`config.mk`:
```
export PLATFORM = sky130hd
export DESIGN_NAME = bspl_ram
export DESIGN_NICKNAME = d
export VERILOG_FILES = /design/src/rtl/core/bspl_ram.sv
export SDC_FILE = /design/constraint.sdc
export NUM_CORES = 2
export LEC_CHECK = 0
export BUFFER_PORTS_ARGS = -buffer_cell sky130_fd_sc_hd__buf_2
export CAP_MARGIN = 10
export CORE_ASPECT_RATIO = 0.6
export CORE_MARGIN = 5
export CORE_UTILIZATION = 50
export CTS_BUF_LIST = sky130_fd_sc_hd__clkbuf_4 sky130_fd_sc_hd__clkbuf_8 sky130_fd_sc_hd__clkbuf_16
export CTS_CLUSTER_SIZE = 10
export DETAILED_ROUTE_END_ITERATION = 8
export GPL_TIMING_DRIVEN = 0
export PLACE_DENSITY = 0.7
export SLEW_MARGIN = 5
export SYNTH_ARGS = -nofsm -noshare
export SYNTH_HDL_FRONTEND = slang
export SYNTH_SLANG_ARGS = --single-unit
```
`constraint.sdc`:
```
create_clock -name i_clk -period 5.3 [get_ports i_clk]
set_clock_uncertainty 0.05 [all_clocks]
set_input_delay 0.53 -clock i_clk [delete_from_list [all_inputs] [get_ports i_clk]]
set_output_delay 0.53 -clock i_clk [all_outputs]
set_load 0.05 [all_outputs]
```
`src/rtl/core/bspl_ram.sv`:
```
// Generic single-write, single-read RAM with a registered read port.
// No dependencies.
`timescale 1ns / 1ps
`default_nettype none

module bspl_ram #(
    parameter int WIDTH = 32,
    parameter int DEPTH = 64
) (
    input  wire logic                     i_clk,
    input  wire logic                     i_we,
    input  wire logic [$clog2(DEPTH)-1:0] i_waddr,
    input  wire logic [WIDTH-1:0]         i_wdata,
    input  wire logic [$clog2(DEPTH)-1:0] i_raddr,
    output logic      [WIDTH-1:0]         o_rdata
);

    logic [WIDTH-1:0] r_mem [DEPTH];
    logic [WIDTH-1:0] r_rdata;

    always_ff @(posedge i_clk) begin
        if (i_we) begin
            r_mem[i_waddr] <= i_wdata;
        end
        r_rdata <= r_mem[i_raddr];
    end

    assign o_rdata = r_rdata;

endmodule

`default_nettype wire

```
==> metrics.md <==
| Metric | Value |
|---|---|
| Status | `complete, no violations` |
| Final Slew Violations | `0` |
| HPWL Detailed | `155 mm` |
| DR pass1 iterations | `6` |
| DRT Wirelength | `238 mm` |
| Fmax | `230 MHz` |
| Sequential power share | `0.526` |
| Via-to-Cell Ratio | `6.87` |
| R2R depth | `4` |
| CTS Hold Bufs | `0` |
| Initial antenna violation count | `17` |
| Commonest non-fill, non-tap cell in the layout | `edfxtp_1` |
| CTS tree | `done` |
| Critical path's slowest cell | `buf_1` |
| Worst Tran Pin Value | `1460 ps` |
| Pint | `26900 µW` |
| Initial DRC count | `7583` |
| Postcts setup bufs | `0` |
| Max FO, Critical Path | `10` |
| RSZ-0062 raised after global routing | `false` |
| Wire per inst | `40.3 µm` |
| Fraction of registers with async set/reset | `0` |
| Share of cells above drive strength 1 | `0.311` |
| Net Sw Frac | `0.223` |
| Clock power frac | `0.412` |
| Area delta synth->final | `15.3%` |
| Core Area | `0.156 mm²` |
| Placed instance count | `5594` |
| TritonCTS Buffers | `227` |
| Die width | `522 µm` |
| Largest net degree at the start of global routing | `65` |
| CTS H-tree lvls | `4` |
| Hold EP | `r_mem[34][26]` |
| Worst path max stage delay | `960 ps` |
| Chip height | `317 µm` |
| Power Total | `34700 µW` |
| Worst hold path class | `primary input to flop` |
| Reg2reg setup slack | `2810 ps` |
| Clock Latency Late Sink | `870 ps` |
| Synth top area cells | `edfxtp_1 78%, mux4_2 16%, mux2i_1 1.2%` |
| Residual overflow from global routing | `0` |
| Combinational share of power | `0.062` |
| Worst hold path depth | `1` |
| Die Footprint | `0.165 mm²` |
| Flops & latches, synth | `2080` |
| Synth Area per Inst | `23.6 µm²` |
| Gr usage total | `0.289` |
| Worst slew margin relative to its limit | `0.0294` |
| CTS resizes | `0` |
| Cell area after synthesis | `0.0785 mm²` |
| First-pass GRT wire length | `323 mm` |
| Final min period | `4350 ps` |
| Nets | `3768` |
| Post-route antenna net violation count | `0` |
| Fillers | `10.9k` |
| Final setup fails | `0` |
| Placed cell areas | `0.0838 mm²` |
| Share of the yosys chip area belonging to registers | `0.791` |
| Vias in the first global route | `38.7k` |
| Worst EP arrival | `4980 ps` |
| Crit-path cells | `buf_2 -> buf_2 -> buf_2 -> buf_1 -> nand3b_1 -> o221ai_1 -> a21oi_1 -> a21oi_1 -> nor2_1` |
| # clock sinks | `2080` |
| Clk slew on worst S/H paths | `60 ps` |
| Ys flop type | `edfxtp_1` |
| Finished Cell Area | `0.0905 mm²` |
| DR vias | `40.7k` |
| Port bufs | `69` |
| Post-synth EDFFs | `2048` |
| Synth unique cells | `34` |
| Crit. End Element | `flop` |
| Hold_sp | `i_wdata[26]` |
| Final period util | `0.821` |
| IO Pins | `78` |
| Layout Cells excl Fill | `5919` |
| Max Cap Viol | `0` |
| Final hold vios | `0` |
| CP dominant cell by count | `buf_2` |
| # rows | `112` |
| Syn Nets | `3370` |
| Psw | `7750 µW` |
| Ys Warns | `0` |
| VDD IR-drop max | `0.350 mV` |
| Area leader, netlist | `edfxtp_1` |
| Reg2reg start | `r_mem[48][12]` |
| GPL Wtd Cong | `0.881` |
| Pwr Density | `383 mW/mm²` |
| Starting density of the core | `0.504` |
| Clock Tree Root | `clkbuf_16` |
| DRC viols | `0` |
| CP required | `5930 ps` |
| Startpoint Class | `primary input` |
| CP Class | `primary input to flop` |
| Largest buffer count on any clock path | `3` |
| RR Endpoint | `o_rdata[12]` |
| Most frequent cells in the layout | `2048 x edfxtp_1, 544 x mux4_2, 228 x clkbuf_16` |
| P_leak | `0.0282 µW` |
| Mapped Cells | `3324` |
| Yosys top cell area share | `0.783` |
## kinds of logic (layout without fill, tap and decap cells)
| family | count (synthesis) | in the layout | synth area share |
|---|---|---|---|
| mux | 637 | 637 | 0.168 |
| simple gates | 223 | 223 | 0.0127 |
| buf+inv | 182 | 661 | 0.0113 |
| compound gates | 202 | 202 | 0.0167 |
| flops | 2080 | 2080 | 0.791 |
| other cells | 0 | 7 | 0 |
## metal layers
metal | GRT usage | up-vias | part of all wire
met4 | 0.101 | 12 | 0.038
met2 | 0.386 | 3689 | 0.41
li1 | - | 15000 | -
met3 | 0.138 | 520 | 0.18
met5 | 0 | - | 0.00039
met1 | 0.417 | 21400 | 0.37
## critical path, delay by kind of cell
family | cells | cell delay (ps)
compound gates | 3 | 1370
buf+inv | 4 | 2120
simple gates | 2 | 940
## through the flow
step | hold slack [ps] | TNS [ps] | utilization | setup WS [ps]
after floorplan | 579 | 0 | - | 1560
after global placement | 851 | -281500 | 0.523 | -1960
after detailed placement | 885 | 0 | 0.538 | 318
after CTS | 48.6 | 0 | 0.580 | 1240
after global routing | 42.5 | 0 | 0.581 | 1010
final | 51.1 | 0 | 0.581 | 947
## registers in the layout, summed over array words and instances (netlist names)
| signal | flops |
|---|---|
| r_mem | 2048 |
| o_rdata | 32 |
## worst max path at each step
stage | endpoint | slack, ps | from | depth (start not counted)
global placement | r_mem[48][12] | -1960 | i_waddr[3] | 4
finish | o_rdata[9] | 950 | i_raddr[1] | 9
CTS | o_rdata[9] | 1240 | i_raddr[1] | 9
detailed placement | o_rdata[9] | 320 | i_raddr[1] | 9
floorplan | r_mem[48][0] | 1560 | i_waddr[3] | 4
global route | o_rdata[9] | 1010 | i_raddr[1] | 9
## cells in the mapped netlist, drive strengths merged, types with 5 or more instances
cell / number
a21oi: 62
a22oi: 12
a311oi: 8
buf: 108
clkbuf: 74
dfxtp: 32
edfxtp: 2048
mux2i: 93
mux4: 544
nand2: 26
nand2b: 8
nand3: 5
nand3b: 5
nor2: 137
nor2b: 15
nor3: 7
o221ai: 27
o22ai: 84
or3b: 5
## power by group through the flow
stage	sequential (µW)	clock, µW	combinational (µW)
after global placement	18600	0	1960
after detailed placement	18600	0	2050
after CTS	18300	14300	2050
final	18300	14300	2150
after floorplan	18700	0	886
after global routing	18300	15000	2190
## cell type report
| type | instances | area (µm²) | share of cell area |
|---|---|---|---|
| buffer | 182 | 895 | 0.00988 |
| clock buffer | 290 | 6170 | 0.0682 |
| timing repair buffer | 169 | 2360 | 0.0260 |
| sequential | 2080 | 62100 | 0.686 |
| clock inverter | 20 | 334 | 0.00369 |
| antenna | 7 | 17.5 | 0.000194 |
| tap | 2109 | 2640 | 0.0292 |
| multi-input combinational | 1062 | 16000 | 0.176 |
No activity file was read; power rests on OpenSTA's default activity.
