**src/rtl/core/bspl_pkg.sv**
```systemverilog
// Shared types and constants for the B-spline basis evaluator.
// Used by bspl_div and bspline_basis_eval; no dependencies of its own.
`timescale 1ns / 1ps
`default_nettype none

package bspl_pkg;

    localparam int KNOT_COUNT  = 64;
    localparam int MAX_DEGREE  = 7;
    localparam int ADDR_W      = $clog2(KNOT_COUNT);
    localparam int NB          = MAX_DEGREE + 2;
    localparam int CNT_W       = $clog2(NB + 1);
    localparam int DEG_W       = $clog2(MAX_DEGREE + 1);

    localparam int CFG_W       = 3;
    localparam int KIDX_W      = 6;
    localparam int KNOT_W      = 32;
    localparam int BASIS_W     = 17;
    localparam int SLOPE_W     = 32;
    localparam int IN_TDATA_W  = 80;
    localparam int OUT_TDATA_W = 56;

    localparam int NUM_W       = 50;
    localparam int DEN_W       = 32;

    localparam logic [CFG_W-1:0]   DEGREE_RESET = 3'd3;
    localparam logic [BASIS_W-1:0] Q_ONE        = 17'h10000;

    localparam logic KIND_LOAD = 1'b0;
    localparam logic KIND_EVAL = 1'b1;

    typedef enum logic [3:0] {
        ST_IDLE,
        ST_STEP,
        ST_RDA,
        ST_RDB,
        ST_CAP,
        ST_MUL,
        ST_DIVS,
        ST_DIVW,
        ST_RES,
        ST_DFIN,
        ST_OUT
    } t_state;

    typedef enum logic [1:0] {
        PH_ORD0,
        PH_LEVEL,
        PH_DERIV
    } t_phase;

endpackage

`default_nettype wire

```
**src/rtl/core/bspl_div.sv**
```systemverilog
// Restoring divider, one quotient bit per cycle, truncating toward zero.
// Depends on bspl_pkg for the numerator and divisor widths.
`timescale 1ns / 1ps
`default_nettype none

module bspl_div (
    input  wire logic                          i_clk,
    input  wire logic                          i_rst_n,
    input  wire logic                          i_start,
    input  wire logic [bspl_pkg::NUM_W-1:0]    i_num,
    input  wire logic [bspl_pkg::DEN_W-1:0]    i_den,
    input  wire logic                          i_neg,
    output logic                               o_done,
    output logic signed [bspl_pkg::NUM_W:0]    o_quot
);

    import bspl_pkg::*;

    localparam int DCNT_W = $clog2(NUM_W + 1);

    logic              r_busy;
    logic              r_done;
    logic [DCNT_W-1:0] r_cnt;
    logic [NUM_W-1:0]  r_acc;
    logic [DEN_W-1:0]  r_rem;
    logic [DEN_W-1:0]  r_den;
    logic              r_neg;

    logic [DEN_W:0]    rem_sh;
    logic              ge;
    logic [DEN_W:0]    rem_diff;

    always_comb begin
        rem_sh   = {r_rem, r_acc[NUM_W-1]};
        ge       = rem_sh >= {1'b0, r_den};
        rem_diff = rem_sh - {1'b0, r_den};
    end

    always_ff @(posedge i_clk) begin
        if (!i_rst_n) begin
            r_busy <= 1'b0;
            r_done <= 1'b0;
            r_cnt  <= '0;
        end else begin
            r_done <= 1'b0;
            if (i_start) begin
                r_busy <= 1'b1;
                r_cnt  <= DCNT_W'(NUM_W);
            end else if (r_busy) begin
                r_cnt <= r_cnt - 1'b1;
                if (r_cnt == DCNT_W'(1)) begin
                    r_busy <= 1'b0;
                    r_done <= 1'b1;
                end
            end
        end
    end

    always_ff @(posedge i_clk) begin
        if (i_start) begin
            r_acc <= i_num;
            r_rem <= '0;
            r_den <= i_den;
            r_neg <= i_neg;
        end else if (r_busy) begin
            // The numerator shifts out at the top as quotient bits shift in.
            r_acc <= {r_acc[NUM_W-2:0], ge};
            r_rem <= ge ? rem_diff[DEN_W-1:0] : rem_sh[DEN_W-1:0];
        end
    end

    assign o_done = r_done;
    assign o_quot = r_neg ? -$signed({1'b0, r_acc}) : $signed({1'b0, r_acc});

endmodule

`default_nettype wire

```
**config.mk**
```make
export PLATFORM = sky130hd
export DESIGN_NAME = bspl_div
export DESIGN_NICKNAME = d
export VERILOG_FILES = /design/src/rtl/core/bspl_pkg.sv /design/src/rtl/core/bspl_div.sv
export SDC_FILE = /design/constraint.sdc
export NUM_CORES = 1
export LEC_CHECK = 0
export ABC_CLOCK_PERIOD_IN_PS = 3510
export BUFFER_PORTS_ARGS = -buffer_cell sky130_fd_sc_hd__buf_2
export CORE_UTILIZATION = 57
export DETAILED_ROUTE_END_ITERATION = 16
export GPL_ROUTABILITY_DRIVEN = 0
export PLACE_DENSITY = 0.86
export SLEW_MARGIN = 15
export SYNTH_ARGS = -nofsm -noshare
export SYNTH_HDL_FRONTEND = slang
export SYNTH_SLANG_ARGS = --single-unit
```
**constraint.sdc**
```tcl
create_clock -name i_clk -period 3.51 [get_ports i_clk]
set_clock_uncertainty 0.15 [all_clocks]
set_input_delay 0.1755 -clock i_clk [delete_from_list [all_inputs] [get_ports i_clk]]
set_output_delay 0.1755 -clock i_clk [all_outputs]
set_load 0.01 [all_outputs]
```
==> results.ini <==
[route]
met2_length_um=11500
drt-wirelength-per-cell_um=18.4
vias_per_cell=5.90
first_pass_iters=5
drc=0
routed_wl_um=22700
ant_nets=0
dr_wl_met3_um=1450
wl_met1_um=8630
drt_iter0_markers=705
vias=7260
route.top_layer_used=met4

[synthesis]
seq_area_frac_synth_pct=42.4
async_flop_share_pct=0
synth_flop_cell=edfxtp_1
yosysTopAreaCellShare_pct=32.1
avgSynthCellArea_um2=9.91
synthDistinctLibCells=61
syn_area_um2=7760
yosys.area.top_type=edfxtp_1
ys_warn_count=0
synth_nets=905
synth_most_common_cell=edfxtp_1
syn_inst=783
synth-edff-count=83
synth_common_cells=edfxtp_1 (83), nor2_1 (76), a21oi_1 (64), xnor2_1 (59), mux2_2 (51)
synth_area_leaders=edfxtp_1 (32%), dfxtp_1 (10%), mux2_2 (7.4%), xnor2_1 (6.7%), ha_1 (5.6%)
ys_ff_latch=123

[timing]
slew_viol_final=0
worst_slack_ps=-519
maxSlewHeadroom_pct=32.9
clock.fmax_ghz=0.248
rsz0062_at_grt=true
hold_viol=0
period_needed_ps=4030
min_period_over_period_pct=115
setup_viol=25
worstMarginPinSlew_ps=997

[finish]
final_util_pct=79.7
finalNonFillerCells=1231
drive_gt1_share_pct=30.4
design_area_um2=10600
final_net_count=1163
area_growth_pct=36.0

[floorplan]
dieArea_um2=14100
coreArea_um2=13200
die_y_um=119
initial_core_util_pct=58.6
dieWidth_um=119
pin_count=138
row_count=42

[critical_path]
worst-setup-path-type=register to primary output
cp.arrival_ps=3700
crit_path_start_kind=register
path_max_fanout=7
worst_setup_path_end_kind=primary output
required_ps=3180

[clocking]
clk_pin_slew_worst_paths_ps=60
cts_made_buffers=17
cts.htree.levels=4
clockRootBuffer=clkbuf_16
insertion_delay_ps=420
cts_tree=yes
numClockSinks=123
cts_buffer_depth=2

[grt]
grt.total_usage_pct=31.4
grt.overflow.total=0
grt_pass1_vias=7036
grt_pass1_wl_um=34700
antenna_found_initial=1
grt_max_degree=60

[power_and_ir_drop]
clkPwrFrac_pct=34.7
cellPowerDensity_nw_per_um2=464
p_leak_nw=4.47
power_switching_mw=1.51
switching_share_pct=30.9
intPower_mw=3.38
power_mw=4.90
ir_drop_mv=0.414
seqPwrFrac_pct=37.6
share_comb_of_total_power_pct=27.7

[placed_design]
dp_hpwl_um=12200
numPortBuffers=137
post-place-cells=1092
dpl-instance-area_um2=8780

[status]
status=finished with violations
violations=negative setup slack

[flow_run]
cap_violations=0

[hold_path]
hold_path.class=input port to register

layout by cell type, fill, tap and decap left out, types with 5 or more instances in the layout:
| master | n |
|---|---|
| nand3_1 | 9 |
| xor2_1 | 17 |
| buf_6 | 5 |
| mux2i_1 | 10 |
| nand2_1 | 32 |
| o21a_1 | 6 |
| nor2_1 | 76 |
| or2_2 | 5 |
| o31ai_1 | 9 |
| o21ai_2 | 5 |
| xnor2_1 | 58 |
| dfxtp_1 | 39 |
| or3_4 | 5 |
| ha_1 | 35 |
| a21oi_1 | 64 |
| inv_1 | 48 |
| mux2_2 | 51 |
| o21ai_0 | 23 |
| nor3_1 | 7 |
| buf_4 | 52 |
| a211oi_1 | 30 |
| o41ai_1 | 8 |
| edfxtp_1 | 83 |
| nor4_1 | 5 |
| clkbuf_16 | 17 |
| and3_1 | 5 |
| buf_2 | 136 |
| o21bai_1 | 6 |
| nand4_1 | 6 |
| nor2b_1 | 6 |
| nand2b_1 | 12 |
| a21o_1 | 11 |
| dlygate4sd3_1 | 84 |
| o21ai_1 | 6 |
final timing paths:
path / startpoint / to / cells past startpoint / slack, ps
hold / removal: i_start / r_rem[30] / 2 / 80
setup / recovery: r_acc[10] / o_quot[42] / 9 / -520
setup reg to reg: r_acc[49] / r_rem[28] / 12 / 260
hold reg to reg: r_rem[31] / r_rem[31] / 2 / 340
power by group through the flow:
stage / logic (mW) / clock network [mW] / registers, mW
after floorplan: 0.827 / 0 / 1.82
after global placement: 1.16 / 0 / 1.84
after detailed placement: 1.18 / 0 / 1.85
after CTS: 1.28 / 1.71 / 1.82
after global routing: 1.47 / 1.77 / 1.85
final: 1.36 / 1.70 / 1.84
timing repair:
item,CTS,global route
endpoints found under the hold margin,91,0
buffers inserted,12,10
pin swaps,11,12
gates resized for setup,26,18
hold buffers,84,0
endpoints found under the setup margin,22,47
state kept, by name (all words and copies together) (netlist names):
| signal | cells |
|---|---|
| r_acc | 50 |
| r_den | 32 |
| r_rem | 32 |
| r_cnt | 6 |
| o_done | 1 |
| r_busy | 1 |
| r_neg | 1 |
layout make-up:
cell class | instances | area [µm²]
fillers | 820 | 2690
repair buffers | 277 | 1970
well taps | 176 | 220
diodes | 1 | 2.50
flip-flops and latches | 123 | 3290
clock inverters | 15 | 150
clock buffers | 17 | 425
multi-input cells | 573 | 4310
inverters | 49 | 184
through the flow:
stage / setup TNS [ps] / setup WS, ps / hold WS, ps
floorplan: 0 / 247 / 124
global placement: 0 / 108 / 202
detailed placement: -13.3 / -13.3 / 204
CTS: -4010 / -382 / 63.9
global route: -9280 / -601 / 93.7
finish: -7710 / -519 / 80.4
worst max-delay path: stages (launching register included):
cell      delay [ps]
edfxtp_1         390
or4_4            550
or3_4            370
or3_4            390
or3_4            380
nor4_4           270
nand4_4          230
o41ai_2          410
xnor2_1          150
buf_2            140
kinds of logic (layout without fill, tap and decap cells):
family | count (synthesis) | in the layout | share of synthesized area, %
DFF | 123 | 123 | 42.4
adders and majority gates | 36 | 36 | 5.90
AOI/OAI and AO/OA | 201 | 201 | 17.1
buffers and inverters | 87 | 358 | 4.27
and+or+nand+nor | 199 | 199 | 13.0
muxes | 61 | 61 | 8.69
other | 0 | 1 | 0
xor gates and xnor gates | 76 | 76 | 8.58
metal layers:
layer,GRT usage (%),vias to the layer above
met4,14.7,0
li1,-,3384
met1,34.0,3417
met3,6.47,87
met5,0,-
met2,58.1,372
Power figures use the tool's default switching activity.
